## src/sv/quad_motor_mixer_desaturation_assert.svh

```systemverilog
// ---------------------------------------------------------------------------
// quad motor mixer assertion macros
// property shorthands used at the end of the top level
// ---------------------------------------------------------------------------
`ifndef QUAD_MOTOR_MIXER_DESATURATION_ASSERT_SVH
`define QUAD_MOTOR_MIXER_DESATURATION_ASSERT_SVH

// same-cycle implication
`define QMMD_ASSERT_IMP(label, clk, rst_n, ante, cons) \
	label: assert property (@(posedge clk) disable iff (!rst_n) (ante) |-> (cons)) \
		else $error("qmmd assertion failed");

// next-cycle implication
`define QMMD_ASSERT_NXT(label, clk, rst_n, ante, cons) \
	label: assert property (@(posedge clk) disable iff (!rst_n) (ante) |=> (cons)) \
		else $error("qmmd assertion failed");

`endif

```

## src/sv/qmmd_pkg.sv

```systemverilog
// ---------------------------------------------------------------------------
// qmmd_pkg
// constants, register indexes, sequencer states and control types
// ---------------------------------------------------------------------------
`default_nettype none

package qmmd_pkg;

	localparam int FRAC_BITS = 12;
	localparam int ONE       = 1 << FRAC_BITS;
	localparam int K_UP      = (ONE * 5 + 500) / 1000;
	localparam int K_DOWN    = (ONE + 50) / 100;
	localparam int K_TENTH   = (ONE + 5) / 10;
	localparam int K_DECAY   = (ONE * 72 + 50) / 100;

	// floor(x / 100) as (x * RECIP_K) >> RECIP_SH, exact for x < 2^20
	localparam int RECIP_SH  = 27;
	localparam int RECIP_K   = ((1 << RECIP_SH) + 99) / 100;
	localparam int PCT_MAX   = 100;

	localparam int MIX_W     = 18;
	localparam int FILT_W    = 16;
	localparam int MUL_A_W   = 29;
	localparam int MUL_B_W   = 22;
	localparam int PROD_W    = MUL_A_W + MUL_B_W;
	localparam int VAL_W     = 13;
	localparam int COEF_W    = 14;
	localparam int SUM_W     = 15;

	localparam int RST_RED_LIM   = ONE / 2;
	localparam int RST_RAISE_LIM = (ONE * 2 + 5) / 10;
	localparam int RST_SQUARE    = (ONE * 277 + 500) / 1000;
	localparam int RST_LINEAR    = (ONE * 715 + 500) / 1000;
	localparam int RST_OFFSET    = (ONE * 102 + 5000) / 10000;

	typedef enum logic [2:0] {
		REG_LOWER_EN,
		REG_RAISE_EN,
		REG_RED_LIM,
		REG_RAISE_LIM,
		REG_RED_PCT,
		REG_CURVE_SQ,
		REG_CURVE_LIN,
		REG_CURVE_OFS
	} reg_idx_t;

	typedef enum logic [4:0] {
		ST_IDLE,
		ST_MIX,
		ST_EXT,
		ST_FILT,
		ST_OSC1,
		ST_OSC2,
		ST_OSC3,
		ST_USC2,
		ST_USC3,
		ST_APPLY,
		ST_CRV1,
		ST_CRV2,
		ST_CRV3,
		ST_DONE,
		ST_DEC1,
		ST_DEC2,
		ST_DEC3
	} state_t;

	typedef enum logic [2:0] {
		MS_NONE,
		MS_DECAY_OVER,
		MS_DECAY_UNDER,
		MS_PCT_OVER,
		MS_PCT_UNDER,
		MS_RECIP,
		MS_CRV_SQ,
		MS_CRV_LIN
	} mul_sel_t;

	typedef struct packed {
		logic     ready;
		logic     load_out;
		mul_sel_t mul_sel;
	} ctrl_t;

endpackage

`default_nettype wire

```

## src/sv/quad_motor_mixer_desaturation.sv

```systemverilog
// ---------------------------------------------------------------------------
// quad_motor_mixer_desaturation
// X-quad motor mixer with filtered over/under-range desaturation
//
// Input beats (s_*) carry one control tick; output beats (m_*) carry the four
// motor drive values, the mean clamped thrust and the limited flag.
// Configuration registers are written through cfg_wr_en/cfg_index/cfg_data,
// one register per cycle; the user must do so only while no tick is in flight,
// as the block itself does not enforce it. One shared 29x22 multiplier does
// every product: decay, percent scaling (two passes each side) and the thrust
// curve (two passes per motor), under a small sequencer. s_tready returns in
// the same cycle as m_tvalid, so a new tick is taken only once the last
// result is in the output register.
// The result sits in an output register: a stalled receiver holds m_tdata
// steady and the next tick is still taken and worked on; the sequencer waits
// only when it has a new result and the register is still full.
// Reset clears both filters, the sequencer and m_tvalid and loads the
// configuration registers with their default values.
// ---------------------------------------------------------------------------
`default_nettype none

`include "quad_motor_mixer_desaturation_assert.svh"

module quad_motor_mixer_desaturation (
	input  wire logic        clk,
	input  wire logic        arst_n,
	// throttle_cmd, roll_corr, pitch_corr, yaw_corr, motors_off, reverse_dir,
	// bridge_hold, zero fill
	input  wire logic [63:0] s_tdata,
	input  wire logic        s_tvalid,
	output logic             s_tready,
	// pwm_front_right, pwm_front_left, pwm_back_right, pwm_back_left,
	// mean_thrust, mix_limited, zero fill
	output logic [71:0]      m_tdata,
	output logic             m_tvalid,
	input  wire logic        m_tready,
	input  wire logic        cfg_wr_en,
	input  wire logic [2:0]  cfg_index,
	input  wire logic [13:0] cfg_data
);

	localparam int MW = qmmd_pkg::MIX_W;
	localparam int FW = qmmd_pkg::FILT_W;
	localparam int VW = qmmd_pkg::VAL_W;
	localparam int CW = qmmd_pkg::COEF_W;

	localparam logic signed [MW-1:0] C_ONE   = MW'(qmmd_pkg::ONE);
	localparam logic signed [MW-1:0] C_UP    = MW'(qmmd_pkg::K_UP);
	localparam logic signed [MW-1:0] C_DOWN  = MW'(qmmd_pkg::K_DOWN);
	localparam logic signed [MW-1:0] C_TENTH = MW'(qmmd_pkg::K_TENTH);
	localparam logic [VW-1:0]        V_ONE   = VW'(qmmd_pkg::ONE);

	// configuration
	logic          lower_en_q;
	logic          raise_en_q;
	logic [VW-1:0] red_lim_q;
	logic [VW-1:0] raise_lim_q;
	logic [6:0]    red_pct_q;
	logic [CW-1:0] curve_sq_q;
	logic [CW-1:0] curve_lin_q;
	logic [CW-1:0] curve_ofs_q;

	// captured tick
	logic [VW-1:0] thr_q;
	logic [CW-1:0] roll_q;
	logic [CW-1:0] pitch_q;
	logic [CW-1:0] yaw_q;
	logic          off_q;
	logic          rev_q;
	logic          wait_q;

	// working state
	qmmd_pkg::state_t state_q, state_n;
	qmmd_pkg::ctrl_t  ctrl;
	logic signed [MW-1:0] mix_q [4];
	logic signed [MW-1:0] hi_q;
	logic signed [MW-1:0] lo_q;
	logic signed [FW-1:0] of_q;
	logic signed [FW-1:0] uf_q;
	logic [VW-1:0]        over_amt_q;
	logic [VW-1:0]        under_mag_q;
	logic [1:0]           idx_q;
	logic [VW-1:0]        pwm_w_q [4];
	logic [qmmd_pkg::SUM_W-1:0] sum_q;
	logic                 lim_w_q;

	// output register
	logic [VW-1:0] out_pwm_q [4];
	logic [VW-1:0] out_mean_q;
	logic          out_lim_q;
	logic          m_tvalid_q;

	// shared multiplier
	logic signed [qmmd_pkg::MUL_A_W-1:0] mul_a;
	logic signed [qmmd_pkg::MUL_B_W-1:0] mul_b;
	logic signed [qmmd_pkg::PROD_W-1:0]  prod_q;

	// combinational helpers
	logic signed [MW-1:0] mix_n [4];
	logic signed [MW-1:0] hi_n;
	logic signed [MW-1:0] lo_n;
	logic signed [FW-1:0] of_n;
	logic signed [FW-1:0] uf_n;
	logic [6:0]           pct_sat;
	logic [VW-1:0]        m_over;
	logic [VW-1:0]        m_under;
	logic [FW:0]          uf_neg;
	logic [VW-1:0]        x_cur;
	logic [VW-1:0]        crv_val;
	logic signed [qmmd_pkg::PROD_W-1:0] crv_acc;
	logic signed [qmmd_pkg::PROD_W-1:0] dec_sum;
	logic [qmmd_pkg::SUM_W-1:0] mean_sum;

	// ---------------- configuration ----------------
	always_ff @(posedge clk or negedge arst_n) begin
		if (!arst_n) begin
			lower_en_q  <= 1'b1;
			raise_en_q  <= 1'b0;
			red_lim_q   <= VW'(qmmd_pkg::RST_RED_LIM);
			raise_lim_q <= VW'(qmmd_pkg::RST_RAISE_LIM);
			red_pct_q   <= 7'(qmmd_pkg::PCT_MAX);
			curve_sq_q  <= CW'(qmmd_pkg::RST_SQUARE);
			curve_lin_q <= CW'(qmmd_pkg::RST_LINEAR);
			curve_ofs_q <= CW'(qmmd_pkg::RST_OFFSET);
		end else if (cfg_wr_en) begin
			case (qmmd_pkg::reg_idx_t'(cfg_index))
				qmmd_pkg::REG_LOWER_EN:  lower_en_q  <= cfg_data[0];
				qmmd_pkg::REG_RAISE_EN:  raise_en_q  <= cfg_data[0];
				qmmd_pkg::REG_RED_LIM:   red_lim_q   <= cfg_data[VW-1:0];
				qmmd_pkg::REG_RAISE_LIM: raise_lim_q <= cfg_data[VW-1:0];
				qmmd_pkg::REG_RED_PCT:   red_pct_q   <= cfg_data[6:0];
				qmmd_pkg::REG_CURVE_SQ:  curve_sq_q  <= cfg_data;
				qmmd_pkg::REG_CURVE_LIN: curve_lin_q <= cfg_data;
				qmmd_pkg::REG_CURVE_OFS: curve_ofs_q <= cfg_data;
				default: ;
			endcase
		end
	end

	// ---------------- sequencer ----------------
	always_comb begin
		state_n = state_q;
		case (state_q)
			qmmd_pkg::ST_IDLE:  if (s_tvalid) state_n = qmmd_pkg::ST_MIX;
			qmmd_pkg::ST_MIX:   state_n = off_q ? qmmd_pkg::ST_DEC1 : qmmd_pkg::ST_EXT;
			qmmd_pkg::ST_EXT:   state_n = qmmd_pkg::ST_FILT;
			qmmd_pkg::ST_FILT:  state_n = qmmd_pkg::ST_OSC1;
			qmmd_pkg::ST_OSC1:  state_n = qmmd_pkg::ST_OSC2;
			qmmd_pkg::ST_OSC2:  state_n = qmmd_pkg::ST_OSC3;
			qmmd_pkg::ST_OSC3:  state_n = qmmd_pkg::ST_USC2;
			qmmd_pkg::ST_USC2:  state_n = qmmd_pkg::ST_USC3;
			qmmd_pkg::ST_USC3:  state_n = qmmd_pkg::ST_APPLY;
			qmmd_pkg::ST_APPLY: state_n = qmmd_pkg::ST_CRV1;
			qmmd_pkg::ST_CRV1:  state_n = qmmd_pkg::ST_CRV2;
			qmmd_pkg::ST_CRV2:  state_n = qmmd_pkg::ST_CRV3;
			qmmd_pkg::ST_CRV3:  state_n = (idx_q == 2'd3) ? qmmd_pkg::ST_DONE : qmmd_pkg::ST_CRV1;
			qmmd_pkg::ST_DONE:  if (!m_tvalid_q || m_tready) state_n = qmmd_pkg::ST_IDLE;
			qmmd_pkg::ST_DEC1:  state_n = qmmd_pkg::ST_DEC2;
			qmmd_pkg::ST_DEC2:  state_n = qmmd_pkg::ST_DEC3;
			qmmd_pkg::ST_DEC3:  state_n = qmmd_pkg::ST_DONE;
			default:            state_n = qmmd_pkg::ST_IDLE;
		endcase
	end

	always_comb begin
		ctrl = '{ready: 1'b0, load_out: 1'b0, mul_sel: qmmd_pkg::MS_NONE};
		case (state_q)
			qmmd_pkg::ST_IDLE: ctrl.ready   = 1'b1;
			qmmd_pkg::ST_OSC1: ctrl.mul_sel = qmmd_pkg::MS_PCT_OVER;
			qmmd_pkg::ST_OSC2: ctrl.mul_sel = qmmd_pkg::MS_RECIP;
			qmmd_pkg::ST_OSC3: ctrl.mul_sel = qmmd_pkg::MS_PCT_UNDER;
			qmmd_pkg::ST_USC2: ctrl.mul_sel = qmmd_pkg::MS_RECIP;
			qmmd_pkg::ST_CRV1: ctrl.mul_sel = qmmd_pkg::MS_CRV_SQ;
			qmmd_pkg::ST_CRV2: ctrl.mul_sel = qmmd_pkg::MS_CRV_LIN;
			qmmd_pkg::ST_DEC1: ctrl.mul_sel = qmmd_pkg::MS_DECAY_OVER;
			qmmd_pkg::ST_DEC2: ctrl.mul_sel = qmmd_pkg::MS_DECAY_UNDER;
			qmmd_pkg::ST_DONE: ctrl.load_out = !m_tvalid_q || m_tready;
			default: ;
		endcase
	end

	always_ff @(posedge clk or negedge arst_n) begin
		if (!arst_n) begin
			state_q <= qmmd_pkg::ST_IDLE;
		end else begin
			state_q <= state_n;
		end
	end

	assign s_tready = ctrl.ready;

	// ---------------- mixing and filter arithmetic ----------------
	always_comb begin
		logic [VW-1:0]        t_c;
		logic signed [MW-1:0] t_e;
		logic signed [MW-1:0] r_e;
		logic signed [MW-1:0] p_e;
		logic signed [MW-1:0] y_e;
		t_c = (thr_q > V_ONE) ? V_ONE : thr_q;
		t_e = {{(MW-VW){1'b0}}, t_c};
		r_e = {{(MW-CW){roll_q[CW-1]}}, roll_q};
		p_e = {{(MW-CW){pitch_q[CW-1]}}, pitch_q};
		y_e = {{(MW-CW){yaw_q[CW-1]}}, yaw_q};
		if (rev_q) begin
			r_e = -r_e;
			p_e = -p_e;
			y_e = -y_e;
		end
		mix_n[0] = t_e - r_e - p_e + y_e;
		mix_n[1] = t_e + r_e - p_e - y_e;
		mix_n[2] = t_e - r_e + p_e - y_e;
		mix_n[3] = t_e + r_e + p_e + y_e;
	end

	always_comb begin
		hi_n = '0;
		lo_n = '0;
		for (int i = 0; i < 4; i++) begin
			if (mix_q[i] > hi_n) hi_n = mix_q[i];
			if (mix_q[i] < lo_n) lo_n = mix_q[i];
		end
	end

	always_comb begin
		logic signed [MW-1:0] lim_e;
		logic signed [MW-1:0] rl_e;
		logic signed [MW-1:0] ov;
		logic signed [MW-1:0] un;
		logic signed [MW-1:0] of_e;
		logic signed [MW-1:0] uf_e;
		logic signed [MW-1:0] of_t;
		logic signed [MW-1:0] uf_t;
		lim_e = {{(MW-VW){1'b0}}, red_lim_q};
		rl_e  = -{{(MW-VW){1'b0}}, raise_lim_q};
		of_e  = {{(MW-FW){of_q[FW-1]}}, of_q};
		uf_e  = {{(MW-FW){uf_q[FW-1]}}, uf_q};
		ov = hi_q - C_ONE;
		if (ov > lim_e) ov = lim_e;
		of_t = (ov > of_e) ? of_e + C_UP : of_e - C_DOWN;
		if (of_t > lim_e) of_t = lim_e;
		if (of_t < -C_TENTH) of_t = -C_TENTH;
		of_n = of_t[FW-1:0];
		un = lo_q;
		if (un < rl_e) un = rl_e;
		uf_t = (un < uf_e) ? uf_e - C_UP : uf_e + C_DOWN;
		if (uf_t < -lim_e) uf_t = -lim_e;
		if (uf_t > C_TENTH) uf_t = C_TENTH;
		uf_n = raise_en_q ? uf_t[FW-1:0] : uf_q;
	end

	assign pct_sat = (red_pct_q > 7'(qmmd_pkg::PCT_MAX)) ? 7'(qmmd_pkg::PCT_MAX) : red_pct_q;
	assign m_over  = (lower_en_q && of_q > 0) ? of_q[VW-1:0] : '0;
	assign uf_neg  = -{uf_q[FW-1], uf_q};
	assign m_under = (raise_en_q && uf_q < 0) ? uf_neg[VW-1:0] : '0;

	assign x_cur = mix_q[idx_q][MW-1] ? '0 :
		((mix_q[idx_q] > C_ONE) ? V_ONE : mix_q[idx_q][VW-1:0]);

	// ---------------- shared multiplier ----------------
	always_comb begin
		mul_a = '0;
		mul_b = '0;
		case (ctrl.mul_sel)
			qmmd_pkg::MS_DECAY_OVER: begin
				mul_a = {{(qmmd_pkg::MUL_A_W-FW){of_q[FW-1]}}, of_q};
				mul_b = qmmd_pkg::MUL_B_W'(qmmd_pkg::K_DECAY);
			end
			qmmd_pkg::MS_DECAY_UNDER: begin
				mul_a = {{(qmmd_pkg::MUL_A_W-FW){uf_q[FW-1]}}, uf_q};
				mul_b = qmmd_pkg::MUL_B_W'(qmmd_pkg::K_DECAY);
			end
			qmmd_pkg::MS_PCT_OVER: begin
				mul_a = {{(qmmd_pkg::MUL_A_W-VW){1'b0}}, m_over};
				mul_b = {{(qmmd_pkg::MUL_B_W-7){1'b0}}, pct_sat};
			end
			qmmd_pkg::MS_PCT_UNDER: begin
				mul_a = {{(qmmd_pkg::MUL_A_W-VW){1'b0}}, m_under};
				mul_b = {{(qmmd_pkg::MUL_B_W-7){1'b0}}, pct_sat};
			end
			qmmd_pkg::MS_RECIP: begin
				mul_a = {{(qmmd_pkg::MUL_A_W-21){1'b0}}, prod_q[20:0] + 21'd50};
				mul_b = qmmd_pkg::MUL_B_W'(qmmd_pkg::RECIP_K);
			end
			qmmd_pkg::MS_CRV_SQ: begin
				mul_a = {{(qmmd_pkg::MUL_A_W-CW){curve_sq_q[CW-1]}}, curve_sq_q};
				mul_b = {{(qmmd_pkg::MUL_B_W-VW){1'b0}}, x_cur};
			end
			qmmd_pkg::MS_CRV_LIN: begin
				mul_a = prod_q[qmmd_pkg::MUL_A_W-1:0]
					+ {{(qmmd_pkg::MUL_A_W-CW-qmmd_pkg::FRAC_BITS){curve_lin_q[CW-1]}},
					curve_lin_q, {qmmd_pkg::FRAC_BITS{1'b0}}};
				mul_b = {{(qmmd_pkg::MUL_B_W-VW){1'b0}}, x_cur};
			end
			default: ;
		endcase
	end

	always_ff @(posedge clk) begin
		prod_q <= mul_a * mul_b;
	end

	// curve rounding and saturation
	always_comb begin
		logic signed [26:0] r;
		crv_acc = prod_q
			+ {{(qmmd_pkg::PROD_W-CW-2*qmmd_pkg::FRAC_BITS){curve_ofs_q[CW-1]}},
			curve_ofs_q, {(2*qmmd_pkg::FRAC_BITS){1'b0}}}
			+ (qmmd_pkg::PROD_W'(1) << (2*qmmd_pkg::FRAC_BITS - 1));
		r = crv_acc[2*qmmd_pkg::FRAC_BITS +: 27];
		if (r[26]) begin
			crv_val = '0;
		end else if (r > 27'sd4096) begin
			crv_val = V_ONE;
		end else begin
			crv_val = r[VW-1:0];
		end
	end

	assign dec_sum  = prod_q + (qmmd_pkg::PROD_W'(1) << (qmmd_pkg::FRAC_BITS - 1));
	assign mean_sum = sum_q + qmmd_pkg::SUM_W'(2);

	// ---------------- datapath registers ----------------
	always_ff @(posedge clk) begin
		if (s_tvalid && ctrl.ready) begin
			thr_q   <= s_tdata[12:0];
			roll_q  <= s_tdata[26:13];
			pitch_q <= s_tdata[40:27];
			yaw_q   <= s_tdata[54:41];
			off_q   <= s_tdata[55];
			rev_q   <= s_tdata[56];
			wait_q  <= s_tdata[57];
		end
		case (state_q)
			qmmd_pkg::ST_MIX: begin
				for (int i = 0; i < 4; i++) begin
					mix_q[i]   <= mix_n[i];
					pwm_w_q[i] <= '0;
				end
				sum_q   <= '0;
				lim_w_q <= 1'b0;
				idx_q   <= '0;
			end
			qmmd_pkg::ST_EXT: begin
				hi_q <= hi_n;
				lo_q <= lo_n;
			end
			qmmd_pkg::ST_OSC3: over_amt_q  <= prod_q[qmmd_pkg::RECIP_SH +: VW];
			qmmd_pkg::ST_USC3: under_mag_q <= prod_q[qmmd_pkg::RECIP_SH +: VW];
			qmmd_pkg::ST_APPLY: begin
				lim_w_q <= (over_amt_q != '0) || (under_mag_q != '0);
				for (int i = 0; i < 4; i++) begin
					mix_q[i] <= mix_q[i] - {{(MW-VW){1'b0}}, over_amt_q}
						+ {{(MW-VW){1'b0}}, under_mag_q};
				end
			end
			qmmd_pkg::ST_CRV3: begin
				pwm_w_q[idx_q] <= wait_q ? '0 : crv_val;
				sum_q          <= sum_q + {{(qmmd_pkg::SUM_W-VW){1'b0}}, x_cur};
				idx_q          <= idx_q + 2'd1;
			end
			default: ;
		endcase
		if (ctrl.load_out) begin
			out_pwm_q  <= pwm_w_q;
			out_mean_q <= mean_sum[2 +: VW];
			out_lim_q  <= lim_w_q;
		end
	end

	// filter state
	always_ff @(posedge clk or negedge arst_n) begin
		if (!arst_n) begin
			of_q <= '0;
			uf_q <= '0;
		end else begin
			case (state_q)
				qmmd_pkg::ST_FILT: begin
					of_q <= of_n;
					uf_q <= uf_n;
				end
				qmmd_pkg::ST_DEC2: of_q <= dec_sum[qmmd_pkg::FRAC_BITS +: FW];
				qmmd_pkg::ST_DEC3: uf_q <= dec_sum[qmmd_pkg::FRAC_BITS +: FW];
				default: ;
			endcase
		end
	end

	always_ff @(posedge clk or negedge arst_n) begin
		if (!arst_n) begin
			m_tvalid_q <= 1'b0;
		end else if (ctrl.load_out) begin
			m_tvalid_q <= 1'b1;
		end else if (m_tready) begin
			m_tvalid_q <= 1'b0;
		end
	end

	assign m_tvalid = m_tvalid_q;
	assign m_tdata  = {6'b0, out_lim_q, out_mean_q,
		out_pwm_q[3], out_pwm_q[2], out_pwm_q[1], out_pwm_q[0]};

	// ---------------- assertions ----------------
	`QMMD_ASSERT_NXT(a_accept_starts_mix, clk, arst_n, s_tvalid && s_tready, state_q == qmmd_pkg::ST_MIX)
	`QMMD_ASSERT_IMP(a_over_filter_floor, clk, arst_n, 1'b1, int'(of_q) >= -qmmd_pkg::K_TENTH)
	`QMMD_ASSERT_IMP(a_off_result_zero, clk, arst_n, state_q == qmmd_pkg::ST_DONE && off_q, !lim_w_q && sum_q == '0)
	`QMMD_ASSERT_IMP(a_limited_matches, clk, arst_n, state_q == qmmd_pkg::ST_DONE && !off_q, lim_w_q == (over_amt_q != '0 || under_mag_q != '0))

endmodule

`default_nettype wire
```

## config.mk

```make
export PLATFORM = sky130hd
export DESIGN_NAME = quad_motor_mixer_desaturation
export DESIGN_NICKNAME = d
export VERILOG_FILES = /design/src/sv/qmmd_pkg.sv /design/src/sv/quad_motor_mixer_desaturation.sv
export VERILOG_INCLUDE_DIRS = /design/src /design/src/sv
export SDC_FILE = /design/constraint.sdc
export NUM_CORES = 2
export LEC_CHECK = 0
export BUFFER_PORTS_ARGS = -buffer_cell sky130_fd_sc_hd__buf_2
export CORE_MARGIN = 2
export CORE_UTILIZATION = 40
export CTS_BUF_LIST = sky130_fd_sc_hd__clkbuf_16
export DETAILED_ROUTE_END_ITERATION = 7
export MAX_ROUTING_LAYER = met4
export PLACE_DENSITY = 0.52
export SETUP_SLACK_MARGIN = 0.02
export SYNTH_ARGS = -nofsm -noshare
export SYNTH_HDL_FRONTEND = slang
export SYNTH_SLANG_ARGS = --single-unit
```

## constraint.sdc

```tcl
create_clock -name clk -period 14.33 [get_ports clk]
set_input_delay 0.7165 -clock clk [delete_from_list [all_inputs] [get_ports clk]]
set_output_delay 0.7165 -clock clk [all_outputs]
set_load 0.1 [all_outputs]
```

==> results.yml <==
run_status:
  status: "completed"
global_routing:
  grt.total_usage_pct: 25.38
  antenna_found_initial: 14
  grt_pass1_wl_um: 289100
  overflow: 0
  grt_pass1_vias: 47090
  grt_max_degree: 70
pwr:
  combPwrFrac_pct: 28.1
  seq_power_share_pct: 36.6
  ir_drop_uv: 130.4
  p_sw_share_pct: 34.35
  p_leak_nw: 30.33
  power_frac_clock_pct: 35.3
  switchingPower_w: 0.001564
  p_total_w: 0.004552
  p_int_w: 0.002988
  power.density_nw_per_um2: 69.72
critical_path:
  rr_startpoint: "raise_lim_q[7]"
  crit_required_ps: 14800
  cpPeakStageDelay_ps: 620
  worst-r2r-cell-count: 37
  r2r-end: "uf_q[8]"
  crit_type: "flop to flop"
  critPathLaunch: "raise_lim_q[7]"
  crit_path_max_fanout: 20
  critPathArrivalTime_ps: 11530
  ff2ff_setup_slack_ps: 3270
  cp-endpoint: "uf_q[8]"
  crit_top_cell: "mux2i_1"
  end_kind: "flop"
  start_kind: "flop"
  slowest_stage: "or4_1"
yosys:
  netlist_area_um2: 60030
  post_synth.cell_area_avg_um2: 9.184
  synth_area_leader_cell: "fa_1"
  ys_top_cells_by_area: "fa_1 20%, edfxtp_1 16%, ha_1 13%"
  synthCells: 6536
  synth_edf_count: 328
  async_flop_share_pct: 23.19
  synth_seq_cells: 496
  yosysWarnings: 0
  yosys_most_used_dff: "edfxtp_1"
  yosysTopAreaCellShare_pct: 20.04
  yosys.cell_types.count: 92
  ys_seq_area_share_pct: 23.03
drt:
  route.detailed.drc: 0
  dr_wl_met3_um: 8162
  routed_via_density: 5.360
  firstDrtPassIters: 6
  routed_wl_um: 187900
  met1_length_um: 86990
  wl_met2_um: 88020
  dr_total_vias: 46670
  wl_per_cell_um: 21.58
  ant_nets: 0
  topRoutingLayerUsed: "met4"
  drtIter0Drc: 3250
placed_design:
  place_area_um2: 63210
  dp_hpwl_um: 154800
  placement.io_buffers: 147
  gp_congestion: 0.9629
sta:
  slew_violations: 0
  slew_headroom_pct: 10.82
  max_slew.worst_pin.slew_ps: 1334
  min_period_ps: 11060
  fin_crit_sh_pct: 77.21
  clock-skew-final_ps: 106.1
  setup_tns_ps: 0
  grt_setup_unrepaired: "false"
  holdWs_ps: 42.54
  report.final.setup_viol: 0
  hold_violations: 0
  fmax_ghz: 0.09038
clocking:
  clockRootBuffer: "clkbuf_16"
  insertion_delay_ps: 740
  htree_levels: 2
  clk_pin_slew_ps: 60
  post-cts-setup-buffers: 0
  ctsResizeCount: 0
  cts_tree: "done"
  cts_num_sinks: 496
  max-clock-path-buffers: 3
  ctsHoldBuffers: 0
  cts_buffers: 60
floorplanning:
  start_util_pct: 40.17
  die-height_um: 391.4
  coreArea_um2: 149400
  die_w_um: 391.4
  ios: 160
  die_area_um2: 153200
  rows: 142
cells_and_area:
  final_cell_mix: "1,106 x inv_1, 705 x nand2_1, 631 x ha_1"
  final_layout_size_suffix_gt1_share_pct: 7.673
  final_net_count: 7954
  multi_input_area_um2: 41500
  seqCellArea_um2: 13820
  area_growth_pct: 8.759
  fillerInstances: 14860
  final_common_cell: "inv_1"
  post-route-cell-area_um2: 65290
run:
  maxCapViolCount: 0
hold_path:
  holdCritPathClass: "input pin to async pin"
[layer usage]
layer  track usage [%]  vias to the layer above
li1                  -                    22100
met1             35.19                    23240
met2             40.65                     1123
met3             1.782                      206
met4             5.820                        0
met5                 -                        -
[critical path, delay by kind of cell, from the launching register on]
kind | cells | cell delay [ps]
buf+inv | 3 | 740
mux | 4 | 1220
xor+xnor | 3 | 840
simple gates | 15 | 4080
compound gates | 9 | 2720
flops | 1 | 420
fa+ha+maj | 3 | 830
[synthesized netlist by cell type, types with 17 or more instances]
cell type / number
nand2_1: 706
or3_1: 40
o211ai_1: 17
a21o_1: 145
mux2i_1: 78
a31oi_1: 58
nor4_1: 37
clkbuf_1: 183
a32o_1: 24
a21boi_0: 30
and3_1: 46
nand2b_1: 58
dfxtp_1: 53
a21oi_1: 301
o21bai_1: 48
ha_1: 631
dfrtp_1: 87
edfxtp_1: 328
xnor2_1: 251
dfstp_2: 28
o21ai_0: 303
nand3_1: 136
o31ai_1: 47
nor3b_1: 19
fa_1: 601
and2_1: 97
o21a_1: 41
a211oi_1: 32
nor2b_1: 57
nor2_1: 317
inv_1: 1102
xor2_1: 93
nor3_1: 91
mux2_2: 102
nand4_1: 65
[sequential cells by signal (all words and copies together) (netlist names), 14 cells and up, named ones only]
name and count:
hi_q 18, roll_q 14, mix_q 72, of_q 16, curve_sq_q 14, yaw_q 14
lo_q 18, prod_q 51, m_tdata 52, uf_q 16, sum_q 15, pwm_w_q 52
pitch_q 14, curve_ofs_q 14, curve_lin_q 14
[through the flow]
step	util, %	instances	setup slack [ps]
CTS	43.68	8702	3413
finish	43.69	8707	3266
global placement	42.30	8590	3522
detailed placement	42.30	8590	3517
global route	43.69	8704	2598
floorplan	-	6576	4424
[power groups by stage]
stage | Clock [W] | Sequential [W] | Combinational, W
2_1_floorplan | 0 | 0.00166 | 0.000913
3_3_place_gp | 0 | 0.00169 | 0.00126
3_5_place_dp | 0 | 0.00169 | 0.00126
4_1_cts | 0.00164 | 0.00166 | 0.00128
5_1_grt | 0.00169 | 0.00167 | 0.00144
6_report | 0.00161 | 0.00166 | 0.00128
[how the worst min path moves through the flow]
| stage | from | to | slack (ps) | cells past startpoint |
|---|---|---|---|---|
| floorplan | lim_w_q | out_lim_q | 400 | 0 |
| global placement | lim_w_q | out_lim_q | 400 | 0 |
| detailed placement | lim_w_q | out_lim_q | 430 | 0 |
| CTS | arst_n | curve_ofs_q[10] | 20 | 1 |
| global route | arst_n | curve_ofs_q[10] | 80 | 1 |
| finish | arst_n | curve_ofs_q[11] | 40 | 1 |
[logic make-up (layout without fill, tap and decap cells)]
kind of cell / Yosys count / in the layout / share of synthesized area (%)
simple gates: 1747 / 1747 / 13.75
buf+inv: 1316 / 1426 / 8.312
fa+ha+maj: 1232 / 1232 / 33.20
compound gates: 1203 / 1203 / 12.86
flops: 496 / 496 / 23.03
xor+xnor: 346 / 346 / 5.096
mux: 194 / 194 / 3.739
other cells: 2 / 47 / 0.01251
[area by class of cell]
type / instances / area share [%]
inverter: 1102 / 6.336
clock buffer: 60 / 2.300
clock inverter: 52 / 0.8624
multi-input combinational: 4764 / 63.57
tap: 2016 / 3.864
sequential: 496 / 21.17
timing repair buffer: 212 / 1.878
antenna: 5 / 0.01917
(Power assumes the default switching activity.)
